--- src/rtl/okq_pkg.sv ---
// Shared types and constants for the ordered key queue.
// Depends on nothing; every other file except okq_ram imports it.
package okq_pkg;

   // Operation codes carried in the request func field.
   localparam logic [2:0] OP_PUSH   = 3'd0;
   localparam logic [2:0] OP_POP    = 3'd1;
   localparam logic [2:0] OP_REMOVE = 3'd2;
   localparam logic [2:0] OP_EXISTS = 3'd3;
   localparam logic [2:0] OP_CLEAR  = 3'd4;

   localparam int KEY_W  = 32;
   localparam int FILL_W = 5;

   typedef struct packed {
      logic [2:0]       func;
      logic [KEY_W-1:0] key;
   } req_type;

   typedef struct packed {
      logic              ok;
      logic [KEY_W-1:0]  popped_key;
      logic              head_valid;
      logic [KEY_W-1:0]  head_key;
      logic [FILL_W-1:0] fill_count;
   } rsp_type;

   // Controller to datapath commands.
   typedef struct packed {
      logic load;     // capture request beat
      logic exec;     // exec-state part of the operation, walk setup
      logic walk;     // one step of the scan / compaction walk
      logic finish;   // commit walk results
      logic head_rd;  // read entry at head pointer
      logic head_ld;  // load head key from read data
      logic respond;  // register the result beat
   } okq_cmd_type;

   // Datapath to controller status.
   typedef struct packed {
      logic [2:0] op;
      logic       walk_done;
   } okq_stat_type;

endpackage

--- src/rtl/ordered_key_queue_with_delete_unit.sv ---
// Ordered key queue with delete by value: top level, controller + datapath.
// Remove and exists walk the stored entries, one RAM read per entry.
// One item in flight; busy is registered, rises after accept and is low again in the result strobe cycle.
// Reset is synchronous and active high: queue empty, no result pending.
// The result beat is shown for one cycle only; the receiver cannot stall it.
module ordered_key_queue_with_delete_unit #(
   parameter int DEPTH = 16
) (
   input  logic             clock,
   input  logic             reset,
   input  logic             start,
   output logic             busy,
   input  okq_pkg::req_type req_data,
   output logic             rsp_valid,
   output okq_pkg::rsp_type rsp_data
);
   import okq_pkg::*;

   // Command and status groups between the sequencer and the datapath.
   okq_cmd_type  cmd;
   okq_stat_type stat;

   // Controller: accepts the request beat, steps through exec, the entry walk
   // (remove/exists), the head reload (pop/remove), and emits the result beat.
   okq_ctrl u_ctrl (
      .clock     (clock),
      .reset     (reset),
      .start     (start),
      .busy      (busy),
      .stat      (stat),
      .cmd       (cmd),
      .rsp_valid (rsp_valid)
   );

   // Datapath: entries live in a circular RAM, so pop only advances the head
   // pointer; remove compacts the survivors in place behind the read pointer.
   okq_dp #(
      .DEPTH (DEPTH)
   ) u_dp (
      .clock    (clock),
      .reset    (reset),
      .req_data (req_data),
      .cmd      (cmd),
      .stat     (stat),
      .rsp_data (rsp_data)
   );

endmodule

--- src/rtl/okq_ram.sv ---
// Generic single-write, single-read RAM with registered read data.
// No dependencies.
module okq_ram #(
   parameter int WIDTH = 32,
   parameter int DEPTH = 16
) (
   input  logic                     clock,
   input  logic                     wr_en,
   input  logic [$clog2(DEPTH)-1:0] wr_addr,
   input  logic [WIDTH-1:0]         wr_data,
   input  logic                     rd_en,
   input  logic [$clog2(DEPTH)-1:0] rd_addr,
   output logic [WIDTH-1:0]         rd_data
);

   logic [WIDTH-1:0] mem [DEPTH];
   logic [WIDTH-1:0] rd_data_ff;

   always_ff @(posedge clock) begin
      if (wr_en) begin
         mem[wr_addr] <= wr_data;
      end
      if (rd_en) begin
         rd_data_ff <= mem[rd_addr];
      end
   end

   assign rd_data = rd_data_ff;

endmodule

--- src/rtl/okq_dp.sv ---
// Datapath of the ordered key queue: circular entry store, pointers, walk
// counters and the result register. Depends on okq_pkg and okq_ram.
module okq_dp #(
   parameter int DEPTH = 16
) (
   input  logic                  clock,
   input  logic                  reset,
   input  okq_pkg::req_type      req_data,
   input  okq_pkg::okq_cmd_type  cmd,
   output okq_pkg::okq_stat_type stat,
   output okq_pkg::rsp_type      rsp_data
);
   import okq_pkg::*;

   localparam int AW = $clog2(DEPTH);
   localparam int CW = $clog2(DEPTH + 1);
   localparam int SW = AW + 1;

   // head + offset, modulo DEPTH; the sum stays below twice DEPTH
   function automatic logic [AW-1:0] wrap_add(input logic [AW-1:0] base,
                                              input logic [CW-1:0] off);
      logic [SW-1:0] sum;
      sum = SW'(base) + SW'(off);
      if (sum >= SW'(DEPTH)) begin
         sum = sum - SW'(DEPTH);
      end
      return sum[AW-1:0];
   endfunction

   req_type          req_ff, req_in;
   logic [CW-1:0]    count_ff, count_in;
   logic [AW-1:0]    head_ff, head_in;
   logic [CW-1:0]    rd_off_ff, rd_off_in;
   logic [CW-1:0]    wr_off_ff, wr_off_in;
   logic             pend_ff, pend_in;
   logic             ok_ff, ok_in;
   logic [KEY_W-1:0] popped_ff, popped_in;
   logic [KEY_W-1:0] head_key_ff, head_key_in;
   rsp_type          rsp_ff, rsp_in;

   logic             wr_en;
   logic [AW-1:0]    wr_addr;
   logic [KEY_W-1:0] wr_data;
   logic             rd_en;
   logic [AW-1:0]    rd_addr;
   logic [KEY_W-1:0] rd_data;
   logic [31:0]      count_ext;
   logic             nonempty;

   okq_ram #(
      .WIDTH (KEY_W),
      .DEPTH (DEPTH)
   ) u_ram (
      .clock   (clock),
      .wr_en   (wr_en),
      .wr_addr (wr_addr),
      .wr_data (wr_data),
      .rd_en   (rd_en),
      .rd_addr (rd_addr),
      .rd_data (rd_data)
   );

   assign nonempty  = (count_ff != '0);
   assign count_ext = 32'(count_ff);

   always_comb begin
      req_in      = req_ff;
      count_in    = count_ff;
      head_in     = head_ff;
      rd_off_in   = rd_off_ff;
      wr_off_in   = wr_off_ff;
      pend_in     = pend_ff;
      ok_in       = ok_ff;
      popped_in   = popped_ff;
      head_key_in = head_key_ff;
      rsp_in      = rsp_ff;
      wr_en       = 1'b0;
      wr_addr     = wrap_add(head_ff, count_ff);
      wr_data     = req_ff.key;
      rd_en       = 1'b0;
      rd_addr     = head_ff;

      if (cmd.load) begin
         req_in = req_data;
      end

      if (cmd.exec) begin
         rd_off_in = '0;
         wr_off_in = '0;
         pend_in   = 1'b0;
         popped_in = '0;
         ok_in     = 1'b0;
         case (req_ff.func)
            OP_PUSH: begin
               if (count_ff < CW'(DEPTH)) begin
                  wr_en    = 1'b1;
                  count_in = count_ff + 1'b1;
                  ok_in    = 1'b1;
                  if (!nonempty) begin
                     head_key_in = req_ff.key;
                  end
               end
            end
            OP_POP: begin
               if (nonempty) begin
                  popped_in = head_key_ff;
                  head_in   = wrap_add(head_ff, CW'(1));
                  count_in  = count_ff - 1'b1;
                  ok_in     = 1'b1;
               end
            end
            OP_REMOVE: ok_in = 1'b1;
            OP_EXISTS: ok_in = 1'b0;
            OP_CLEAR: begin
               count_in = '0;
               ok_in    = 1'b1;
            end
            default: ok_in = 1'b0;
         endcase
      end

      // Each read is compared in the cycle after it is issued; writes trail reads.
      if (cmd.walk) begin
         if (rd_off_ff < count_ff) begin
            rd_en     = 1'b1;
            rd_addr   = wrap_add(head_ff, rd_off_ff);
            rd_off_in = rd_off_ff + 1'b1;
            pend_in   = 1'b1;
         end else begin
            pend_in = 1'b0;
         end
         if (pend_ff) begin
            if (rd_data == req_ff.key) begin
               if (req_ff.func == OP_EXISTS) begin
                  ok_in = 1'b1;
               end
            end else if (req_ff.func == OP_REMOVE) begin
               wr_en     = 1'b1;
               wr_addr   = wrap_add(head_ff, wr_off_ff);
               wr_data   = rd_data;
               wr_off_in = wr_off_ff + 1'b1;
            end
         end
      end

      if (cmd.finish && (req_ff.func == OP_REMOVE)) begin
         count_in = wr_off_ff;
      end

      if (cmd.head_rd) begin
         rd_en   = 1'b1;
         rd_addr = head_ff;
      end

      if (cmd.head_ld && nonempty) begin
         head_key_in = rd_data;
      end

      if (cmd.respond) begin
         rsp_in.ok         = ok_ff;
         rsp_in.popped_key = popped_ff;
         rsp_in.head_valid = nonempty;
         rsp_in.head_key   = nonempty ? head_key_ff : '0;
         rsp_in.fill_count = count_ext[FILL_W-1:0];
      end
   end

   always_ff @(posedge clock) begin
      if (reset) begin
         count_ff <= '0;
         head_ff  <= '0;
         pend_ff  <= 1'b0;
      end else begin
         count_ff <= count_in;
         head_ff  <= head_in;
         pend_ff  <= pend_in;
      end
      req_ff      <= req_in;
      rd_off_ff   <= rd_off_in;
      wr_off_ff   <= wr_off_in;
      ok_ff       <= ok_in;
      popped_ff   <= popped_in;
      head_key_ff <= head_key_in;
      rsp_ff      <= rsp_in;
   end

   assign stat.op        = req_ff.func;
   assign stat.walk_done = (rd_off_ff == count_ff) && !pend_ff;
   assign rsp_data       = rsp_ff;

endmodule

--- src/rtl/okq_ctrl.sv ---
// Controller state machine of the ordered key queue.
// Sequences the datapath through each operation. Depends on okq_pkg.
module okq_ctrl (
   input  logic                  clock,
   input  logic                  reset,
   input  logic                  start,
   output logic                  busy,
   input  okq_pkg::okq_stat_type stat,
   output okq_pkg::okq_cmd_type  cmd,
   output logic                  rsp_valid
);
   import okq_pkg::*;

   typedef enum logic [2:0] {
      ST_IDLE,
      ST_EXEC,
      ST_WALK,
      ST_FINISH,
      ST_HREAD,
      ST_HWAIT,
      ST_DONE
   } state_type;

   state_type state_ff, state_in;
   logic      rsp_valid_ff, rsp_valid_in;

   always_comb begin
      state_in     = state_ff;
      rsp_valid_in = 1'b0;
      cmd          = '0;
      case (state_ff)
         ST_IDLE: begin
            if (start) begin
               cmd.load = 1'b1;
               state_in = ST_EXEC;
            end
         end
         ST_EXEC: begin
            cmd.exec = 1'b1;
            if (stat.op inside {OP_REMOVE, OP_EXISTS}) begin
               state_in = ST_WALK;
            end else if (stat.op == OP_POP) begin
               state_in = ST_HREAD;
            end else begin
               state_in = ST_DONE;
            end
         end
         ST_WALK: begin
            cmd.walk = 1'b1;
            if (stat.walk_done) begin
               state_in = ST_FINISH;
            end
         end
         ST_FINISH: begin
            cmd.finish = 1'b1;
            state_in   = (stat.op == OP_REMOVE) ? ST_HREAD : ST_DONE;
         end
         ST_HREAD: begin
            cmd.head_rd = 1'b1;
            state_in    = ST_HWAIT;
         end
         ST_HWAIT: begin
            cmd.head_ld = 1'b1;
            state_in    = ST_DONE;
         end
         ST_DONE: begin
            cmd.respond  = 1'b1;
            rsp_valid_in = 1'b1;
            state_in     = ST_IDLE;
         end
         default: state_in = ST_IDLE;
      endcase
   end

   always_ff @(posedge clock) begin
      if (reset) begin
         state_ff     <= ST_IDLE;
         rsp_valid_ff <= 1'b0;
      end else begin
         state_ff     <= state_in;
         rsp_valid_ff <= rsp_valid_in;
      end
   end

   assign busy      = (state_ff != ST_IDLE);
   assign rsp_valid = rsp_valid_ff;

endmodule

--- config.mk ---
export PLATFORM = sky130hd
export DESIGN_NAME = ordered_key_queue_with_delete_unit
export DESIGN_NICKNAME = d
export VERILOG_FILES = /design/src/rtl/okq_pkg.sv /design/src/rtl/ordered_key_queue_with_delete_unit.sv /design/src/rtl/okq_ram.sv /design/src/rtl/okq_dp.sv /design/src/rtl/okq_ctrl.sv
export SDC_FILE = /design/constraint.sdc
export NUM_CORES = 1
export LEC_CHECK = 0
export BUFFER_PORTS_ARGS = -buffer_cell sky130_fd_sc_hd__buf_2
export CAP_MARGIN = 5
export CORE_UTILIZATION = 30
export CTS_BUF_LIST = sky130_fd_sc_hd__clkbuf_8
export CTS_CLUSTER_DIAMETER = 80
export DETAILED_ROUTE_END_ITERATION = 8
export PLACE_DENSITY = 0.47
export SETUP_SLACK_MARGIN = 0.3
export SLEW_MARGIN = 15
export SYNTH_ARGS = -nofsm -noshare
export SYNTH_HDL_FRONTEND = slang
export SYNTH_SLANG_ARGS = --single-unit
--- constraint.sdc ---
create_clock -name clock -period 4.5 [get_ports clock]
set_input_delay 0.225 -clock clock [delete_from_list [all_inputs] [get_ports clock]]
set_output_delay 0.225 -clock clock [all_outputs]
set_load 0.01 [all_outputs]
[Word-level counts from Yosys, hierarchy flattened]
Memory sizes are Yosys's and may differ from the RTL's. A register that Yosys moved wholly into a read port is not among the register bits.
Cells that the tools add are included.
Word-level totals
  flip-flop bits (word level): 195
  RAM bits: 512
  word-level logic and storage cells: 142
  memories: 1
Operators by class
  $add $sub $neg: 12
  order comparisons: 6
  equal/unequal tests: 17
  muxes and demuxes: 69
  reductions and logical operators: 20
Memory list
  u_dp.u_ram.mem: words 16, width 32, read ports 1, clocked after Yosys merged registers in 1, write ports 1, RTL line okq_ram.sv:16  | logic [WIDTH-1:0] mem [DEPTH];
Operators with widths (number)
  $mux 32: 10
  $mux 5: 12
  $mux 4: 11
  $eq 32x32->1: 1
  $mux 1: 28
  $ge 5x5->1 const B: 4
  $pmux 3 s6: 1
  $sub 4x1->4 const B: 4
  $add 4x5->5: 3
  $add 5x1->5 const B: 3
  $pmux 5 s3: 1
  $eq 3x2->1 const B: 4
  $eq 3x3->1 const B: 4
  $reduce_bool 2->1: 6
  $mux 3: 3
  $reduce_and 4->1: 2
  $eq 3x1->1 const B: 2
  $logic_not 3->1: 2
  $ne 2x2->1 const B: 3
  $ne 3x1->1 const B: 2
  $add 4x1->5 const B: 1
  $eq 5x5->1: 1
  $lt 5x5->1: 1
  $lt 5x5->1 const B: 1
  other kinds (11): 14

[Logic depth before layout (Yosys ltp)]
Gate-level depths: netlist of run 1.
  word-level depth: 10
  gate-level depth with buffers: 11
  gate-level depth less buffers: 9

[Cells and area by module]
Synthesis of run 1 repeated with hierarchy kept, for this count alone.
Second synthesis, totals
  cells, all modules: 1435
  area total of the unflattened synthesis: 28782.6 sq um
Modules (own cells, without submodules)
  okq_ram: times used 1, cells each 838, area each 20155.6 sq um, seq. area each 16335.7 sq um
  okq_dp: times used 1, cells each 565, area each 8351.8 sq um, seq. area each 5525.3 sq um
  okq_ctrl: times used 1, cells each 32, area each 275.3 sq um, seq. area each 80.1 sq um

[Worst setup path after synthesis of run 1]
No wires, ideal clock.
  path type: register -> register
  from: register u_ctrl.state_ff[2]
  to: memory u_dp.u_ram.mem[0][0] (enable)
  library setup time: 468 ps
  data arrival time: 4306 ps
  data required time: 4032 ps
  setup slack: -274 ps
  stages on the path, launching flop included: 8
  buffers on the path: 1
  cell sequence: dfxtp_1 -> buf_2 -> nor2_1 -> nand2_1 -> inv_2 -> nand2_1 -> o32ai_1 -> nor3b_1
Between the ends
  word-level cells in the longest chain between the ends: 9
Ends and longest elaborated chain
  start, declared: RTL line okq_ctrl.sv:24  | state_type state_ff, state_in;
  start signal, assigned: RTL line okq_ctrl.sv:80  | state_ff <= state_in;
  $eq 3x1->1: RTL line okq_ctrl.sv:31  | case (state_ff)
  $mux 1: RTL line okq_ctrl.sv:31
  $mux 1: RTL line okq_dp.sv:87  | if (cmd.exec) begin
  $mux 1: RTL line okq_dp.sv:137  | end else if (req_ff.func == OP_REMOVE) begin
  $mux 1: RTL line okq_dp.sv:133  | if (rd_data == req_ff.key) begin
  $mux 1: RTL line okq_dp.sv:132  | if (pend_ff) begin
  $mux 1: RTL line okq_dp.sv:123  | if (cmd.walk) begin
  $mux 1: RTL line okq_ram.sv:20  | if (wr_en) begin
  $mux 1 (not written as such): RTL line okq_ram.sv:21  | mem[wr_addr] <= wr_data;
  end, declared: RTL line okq_ram.sv:16
Several ways; a longest one is shown, not always the timed one.

[Final worst setup path of run 1]
  from: register u_dp.u_ram.rd_data_ff[6], in the netlist u_dp.u_ram.rd_data[6] (read register of u_dp.u_ram.mem)
  to: memory u_dp.u_ram.mem[4][25] (enable)
Between the ends
  word-level cells in the longest chain between the ends: 6
Ends and longest elaborated chain
  start, declared: RTL line okq_ram.sv:17  | logic [WIDTH-1:0] rd_data_ff;
  $eq 32x32->1 (*): RTL line okq_dp.sv:133
  $mux 1: RTL line okq_dp.sv:133
  $mux 1: RTL line okq_dp.sv:132
  $mux 1: RTL line okq_dp.sv:123
  $mux 1: RTL line okq_ram.sv:20
  $mux 1 (not written as such): RTL line okq_ram.sv:21
Every way passes the cells marked *; elsewhere a longest branch is shown, timed or not.

==> results of run 1 <==
==> sequential cells by signal (all words and copies together), names as in the netlist <==
register	cells
u_dp.head_key_ff	32
u_dp.rsp_data	71
u_dp.ok_ff	1
u_dp.head_ff	4
u_dp.rd_off_ff	5
u_dp.popped_ff	32
u_dp.u_ram.mem	512
u_dp.u_ram.rd_data	32
u_dp.wr_off_ff	5
u_ctrl.rsp_valid	1
u_dp.req_ff	32
u_dp.pend_ff	1
u_dp.stat	3
u_ctrl.state_ff	3
u_dp.count_ff	5
==> metrics by stage <==
stage	std cells	hold slack (ps)	util	instance area (um^2)
6_report	3494	185	0.359	34900
5_1_grt	3493	140	0.359	34900
4_1_cts	3491	109	0.358	34900
3_5_place_dp	3235	403	0.330	32100
3_3_place_gp	3235	402	0.330	32100
2_1_floorplan	1910	298	-	29700
==> kinds of logic (layout without fill, tap and decap cells) <==
| kind of cell | Yosys count | count (layout) | synth area share |
|---|---|---|---|
| flip-flops | 739 | 739 | 0.740 |
| AND/OR/NAND/NOR | 534 | 534 | 0.0880 |
| AO/OA/AOI/OAI | 324 | 324 | 0.0878 |
| buffers and inverters | 141 | 447 | 0.0222 |
| multiplexers | 101 | 101 | 0.0370 |
| XOR/XNOR | 47 | 47 | 0.0139 |
| adder cells (fa/ha/maj) | 24 | 24 | 0.0111 |
| other | 0 | 2 | 0 |
==> worst min path at each step <==
stage          slack, ps         start                            end
6_report             180  req_data[16]      u_dp.req_ff[16]$_DFFE_PP_
5_1_grt              140  req_data[11]      u_dp.req_ff[11]$_DFFE_PP_
4_1_cts              110  req_data[14]      u_dp.req_ff[14]$_DFFE_PP_
3_5_place_dp         400  req_data[14]      u_dp.req_ff[14]$_DFFE_PP_
3_3_place_gp         400  req_data[11]      u_dp.req_ff[11]$_DFFE_PP_
2_1_floorplan        300         reset  u_dp.count_ff[0]$_SDFFE_PP0P_
==> cells in the final DEF, fill, tap and decap left out, types with 34 or more instances in the layout <==
cell type,n
inv_1,45
xnor2_1,41
buf_2,110
nand2_1,272
mux2i_1,34
edfxtp_1,714
a211oi_1,101
buf_4,42
dlygate4sd3_1,38
clkbuf_8,120
a311oi_1,96
and3_1,128
and2_1,34
mux2_2,66
==> layout make-up <==
cell class,instances,area share
Antenna cell,2,0.000143
Clock buffer,120,0.0473
Clock inverter,98,0.0207
Inverter,19,0.00204
Multi-Input combinational cell,1030,0.208
Sequential cell,739,0.629
Tap cell,1276,0.0457
Timing Repair Buffer,210,0.0472
==> per-layer routing <==
| layer | global-route usage | vias up |
|---|---|---|
| met3 | 0.0225 | 111 |
| met2 | 0.276 | 563 |
| li1 | - | 7926 |
| met5 | 0 | - |
| met1 | 0.224 | 8902 |
| met4 | 0.0480 | 0 |
==> critical path: stages (launching register included) <==
cell and delay, ps:
edfxtp_1 550, xnor2_1 500, nand4_1 150, nor4_1 650, buf_4 240, a2111oi_4 120
buf_4 340, mux2i_1 260, inv_1 120, and3_2 440, buf_12 300
==> power breakdown <==
| part | internal (W) | leakage [nW] | total [W] | switching (W) |
|---|---|---|---|---|
| registers | 0.00791 | 6.67 | 0.00809 | 0.000181 |
| logic | 0.000344 | 3.82 | 0.00108 | 0.000738 |
| clock network | 0.00308 | 1.34 | 0.00580 | 0.00272 |
| total | 0.0113 | 11.8 | 0.0150 | 0.00364 |
==> impl_metrics.yaml, run 1 <==
synth:
  async_reset_ff_frac: 0
  seq_area_frac_synth: 0.740
  netlist_instances: 1910
  synth_nets: 1972
  ys_ff_latch: 739
  synth_area_leaders: "edfxtp_1, nand2_1, a311oi_1"
  synth_edf_count: 714
  synth.most_common_cell: "edfxtp_1"
  yosys.area.top_type: "edfxtp_1"
  postSynthAreaPerCell_um2: 15.5
  netlist_area_um2: 29700
  ys.flop_type: "edfxtp_1"
  synth_top_area_frac: 0.723
  synth_commonest_cells: "edfxtp_1, nand2_1, and3_1"
  synth_cell_types: 61
  yosysWarnings: 0
detailed_routing:
  dr_wl_met2_mm: 39.9
  drt-total-wl_mm: 82.9
  firstDrtPassIters: 5
  wl_per_cell_um: 23.7
  top_layer: "met4"
  vias_per_cell: 5.01
  wl_met1_mm: 37.4
  drt_iter0_markers: 1465
  met3_length_mm: 4.19
  routed-via-count: 17500
  ant_nets: 0
  drc: 0
grt:
  antenna_found_initial: 2
  grt_pass1_vias: 17700
  grt_max_degree: 85
  grt_pass1_wl_mm: 121
  overflow: 0
  grtUsageTotal: 0.165
sta:
  slew_violations: 0
  period_needed_ps: 4050
  layout_setup_ws_ps: 450
  tns_ps: 0
  rsz0062_at_grt: "no"
  finClkSkew_ps: 59.0
  slew_headroom: 0.261
  period_share: 0.900
  worst_pin_slew_ps: 1110
  finalHoldViolCount: 0
  setup_viol: 0
  fmax_mhz: 247
clock_network:
  worst_skew_pair.late_latency_ps: 770
  numCtsBuffers: 117
  cts.sinks: 739
  postCtsSetupRepairBufs: 0
  ctsResizeCount: 0
  root_buffer: "clkbuf_8"
  path_clk_slew_ps: 60
  htreeDepth: 3
  ctsHoldBuffers: 38
  cts_tree: "yes"
  cts_max_path_buffers: 3
setup_path:
  critPathCapture: "u_dp.u_ram.mem[4][25]$_DFFE_PP_"
  path_max_fanout: 41
  r2r-start: "u_dp.u_ram.rd_data[6]$_DFFE_PP_"
  startpoint_type: "register"
  path_class: "reg -> reg"
  end_kind: "register"
  r2r_cells: 10
  r2r_end: "u_dp.u_ram.mem[4][25]$_DFFE_PP_"
  worstPathRequired_ps: 4920
  rrSetupSlack_ps: 450
  worstSetupStartpoint: "u_dp.u_ram.rd_data[6]$_DFFE_PP_"
  worstPathArrival_ps: 4470
cells_and_area:
  multiInputGateArea_um2: 7260
  drive_gt1_frac: 0.203
  register_area_um2: 21900
  fin_nets: 2179
  synthToLayoutAreaGrowth_pct: 17.7
  n_fill_cell: 9277
power_and_ir_drop:
  power.total_w: 0.0150
  p_leak_nw: 11.8
  p_per_area_nw_per_um2: 429
  ir_drop_v: 0.000211
placement:
  post-place-ws_ps: 408
  place_hpwl_mm: 47.0
  io_buffers: 110
  place.gp.congestion: 0.780
floorplan:
  die-area_um2: 100000
  core_um2: 97300
  die_y_um: 316
  core.rowCount: 114
  io_pins: 111
  start_util: 0.305
  die_w_um: 316
hold_path:
  hold_depth: 2
  min_path_type: "in -> reg"
run:
  max-cap-violations: 0
status:
  status: "complete, no violations"
Note: power is estimated with default switching activity, not from simulation.
==> inputs of run 2 (changes only) <==
- CORE_MARGIN: unset -> 5
- REMOVE_ABC_BUFFERS: unset -> 1
==> run 2 against run 1 <==
Effect of this change: sequential share of layout area decreased by 0.41 points; worst setup slack improved by 78 ps; clock skew decreased by 5.7 ps; non-clock buffer count increased by 9; critical path type unchanged; largest cell class unchanged; highest routed layer unchanged.
==> impl_metrics.yaml, run 2 (synthesized netlist as in run 1, its figures left out) <==
status:
  status: "complete, no violations"
clock_network:
  worst_skew_pair.late_latency_ps: 790
  numCtsBuffers: 121
  cts_max_path_buffers: 3
  cts_tree: "yes"
  htreeDepth: 3
  cts.sinks: 739
  root_buffer: "clkbuf_8"
  path_clk_slew_ps: 70
grt:
  grt_pass1_vias: 17800
  overflow: 0
  grtUsageTotal: 0.161
  antenna_found_initial: 10
  grt_max_degree: 130
  grt_pass1_wl_mm: 126
placement:
  place_hpwl_mm: 49.6
  io_buffers: 110
  dpl_cell_area_um2: 32300
  place.gp.congestion: 0.754
power_and_ir_drop:
  p_per_area_nw_per_um2: 431
  ir_drop_v: 0.000204
  p_leak_nw: 11.9
  swShare: 0.246
  p_seq_frac: 0.531
  p_clk_frac: 0.391
  switching_power_w: 0.00372
  p_comb_frac: 0.078
  p_int_w: 0.0114
setup_path:
  worstPathRequired_ps: 5000
  path_max_fanout: 25
  rrSetupSlack_ps: 530
  end_kind: "register"
  cp.buffers_inverters: 2
  crit_family: "compound AO/OA/AOI/OAI gates"
  path_class: "reg -> reg"
  cpPeakStageDelay_ps: 880
  startpoint_type: "register"
  crit_path_top_delay_cell: "o21bai_4"
  worstPathArrival_ps: 4470
  crit_chain: "inv_1 -> ha_1 -> a21oi_1 -> nand2_4 -> nor2_4 -> a21boi_1 -> o21bai_4 -> buf_4 -> a311oi_1 -> a211o_1"
run:
  max-cap-violations: 0
detailed_routing:
  drc: 0
  wl_per_cell_um: 24.8
  ant_nets: 0
  firstDrtPassIters: 5
  drt_iter0_markers: 1602
  routed-via-count: 17700
  drt-total-wl_mm: 87.1
  vias_per_cell: 5.02
floorplan:
  die_w_um: 324
  core_um2: 98300
  start_util: 0.302
  io_pins: 111
  die_y_um: 324
  die-area_um2: 105000
  core.rowCount: 115
sta:
  finalHoldViolCount: 0
  slew_headroom: 0.271
  period_share: 0.883
  worst_pin_slew_ps: 1090
  setup_viol: 0
  period_needed_ps: 3970
  finClkSkew_ps: 53.3
  fmax_mhz: 252
  rsz0062_at_grt: "no"
  slew_violations: 0
cells_and_area:
  final_common_cell: "edfxtp_1"
  n_fill_cell: 9310
  largest-register: "u_dp.u_ram.mem"
  design_area_um2: 35100
  fin_util: 0.357
  largest_reg_flops: 512
  register_area_um2: 21900
  fin_nets: 2192
  drive_gt1_frac: 0.201
  layout_common_cells: "edfxtp_1, nand2_1, and3_1"
  synthToLayoutAreaGrowth_pct: 18.5
  multiInputGateArea_um2: 7240
hold_path:
  min_path_type: "in -> reg"
-- run 2: changes by cell type in the layout (fill, tap and decap cells not counted), sizes merged --
| cell | previous run | this run |
|---|---|---|
| clkinv | 57 | 50 |
| buf | 172 | 181 |
| diode | 2 | 4 |
| clkinvlp | 1 | 3 |
| inv | 49 | 53 |
| clkbuf | 120 | 124 |
-- run 2: path summary, 6_finish.rpt --
kind,depth (start not counted),startpoint,end
worst max-delay path,10,u_dp.count_ff[4]$_SDFFE_PP0P_,u_dp.u_ram.rd_data[17]$_DFFE_PP_
worst max register to register,10,u_dp.count_ff[4]$_SDFFE_PP0P_,u_dp.u_ram.rd_data[17]$_DFFE_PP_
worst min-delay path,2,req_data[16],u_dp.req_ff[16]$_DFFE_PP_
worst min register to register,0,u_dp.popped_ff[7]$_SDFFCE_PN0P_,u_dp.rsp_data[45]$_DFFE_PP_
-- run 2: cell type report --
type,count,area share
sequential,739,0.625
tap,1287,0.0458
multi-input combinational,1030,0.206
clock buffer,124,0.0486
clock inverter,97,0.0203
timing repair buffer,219,0.0521
antenna,4,0.000285
inverter,19,0.00203
-- run 2: routing by layer --
| layer | track usage | wire length, um | share of wire | up-vias |
|---|---|---|---|---|
| met5 | 0 | 0 | 0 | - |
| met4 | 0.0512 | 2110 | 0.024 | 0 |
| met3 | 0.0307 | 5680 | 0.065 | 130 |
| met2 | 0.259 | 40800 | 0.47 | 595 |
| met1 | 0.223 | 38600 | 0.44 | 8978 |
| li1 | - | - | - | 7978 |
-- run 2: metrics by stage --
step | setup TNS, ps | std cells | power [W] | setup WS (ps) | hold slack, ps
after floorplan | -578340 | 1788 | 0.00879 | -3760 | 294
after global placement | 0 | 3255 | 0.00933 | 376 | 401
after detailed placement | 0 | 3256 | 0.00936 | 293 | 405
after CTS | 0 | 3515 | 0.0154 | 441 | 111
after global routing | 0 | 3517 | 0.0158 | 315 | 149
final | 0 | 3519 | 0.0151 | 528 | 191
-- run 2: power groups by stage --
stage | combinational [W] | clock [W] | sequential [W]
after floorplan | 0.000629 | 0 | 0.00816
after global routing | 0.00129 | 0.00643 | 0.00806
final | 0.00118 | 0.00592 | 0.00804
after detailed placement | 0.00117 | 0 | 0.00818
after global placement | 0.00116 | 0 | 0.00817
after CTS | 0.00121 | 0.00610 | 0.00804
-- run 2: what timing repair did --
item | in CTS | in global routing
pin swaps | 0 | 1
setup endpoints to repair | 58 | 2
setup buffers | 0 | 0
hold endpoints to repair | 59 | 0
hold buffers | 38 | 0
resized for setup | 1 | 0
gates cloned | 0 | 0
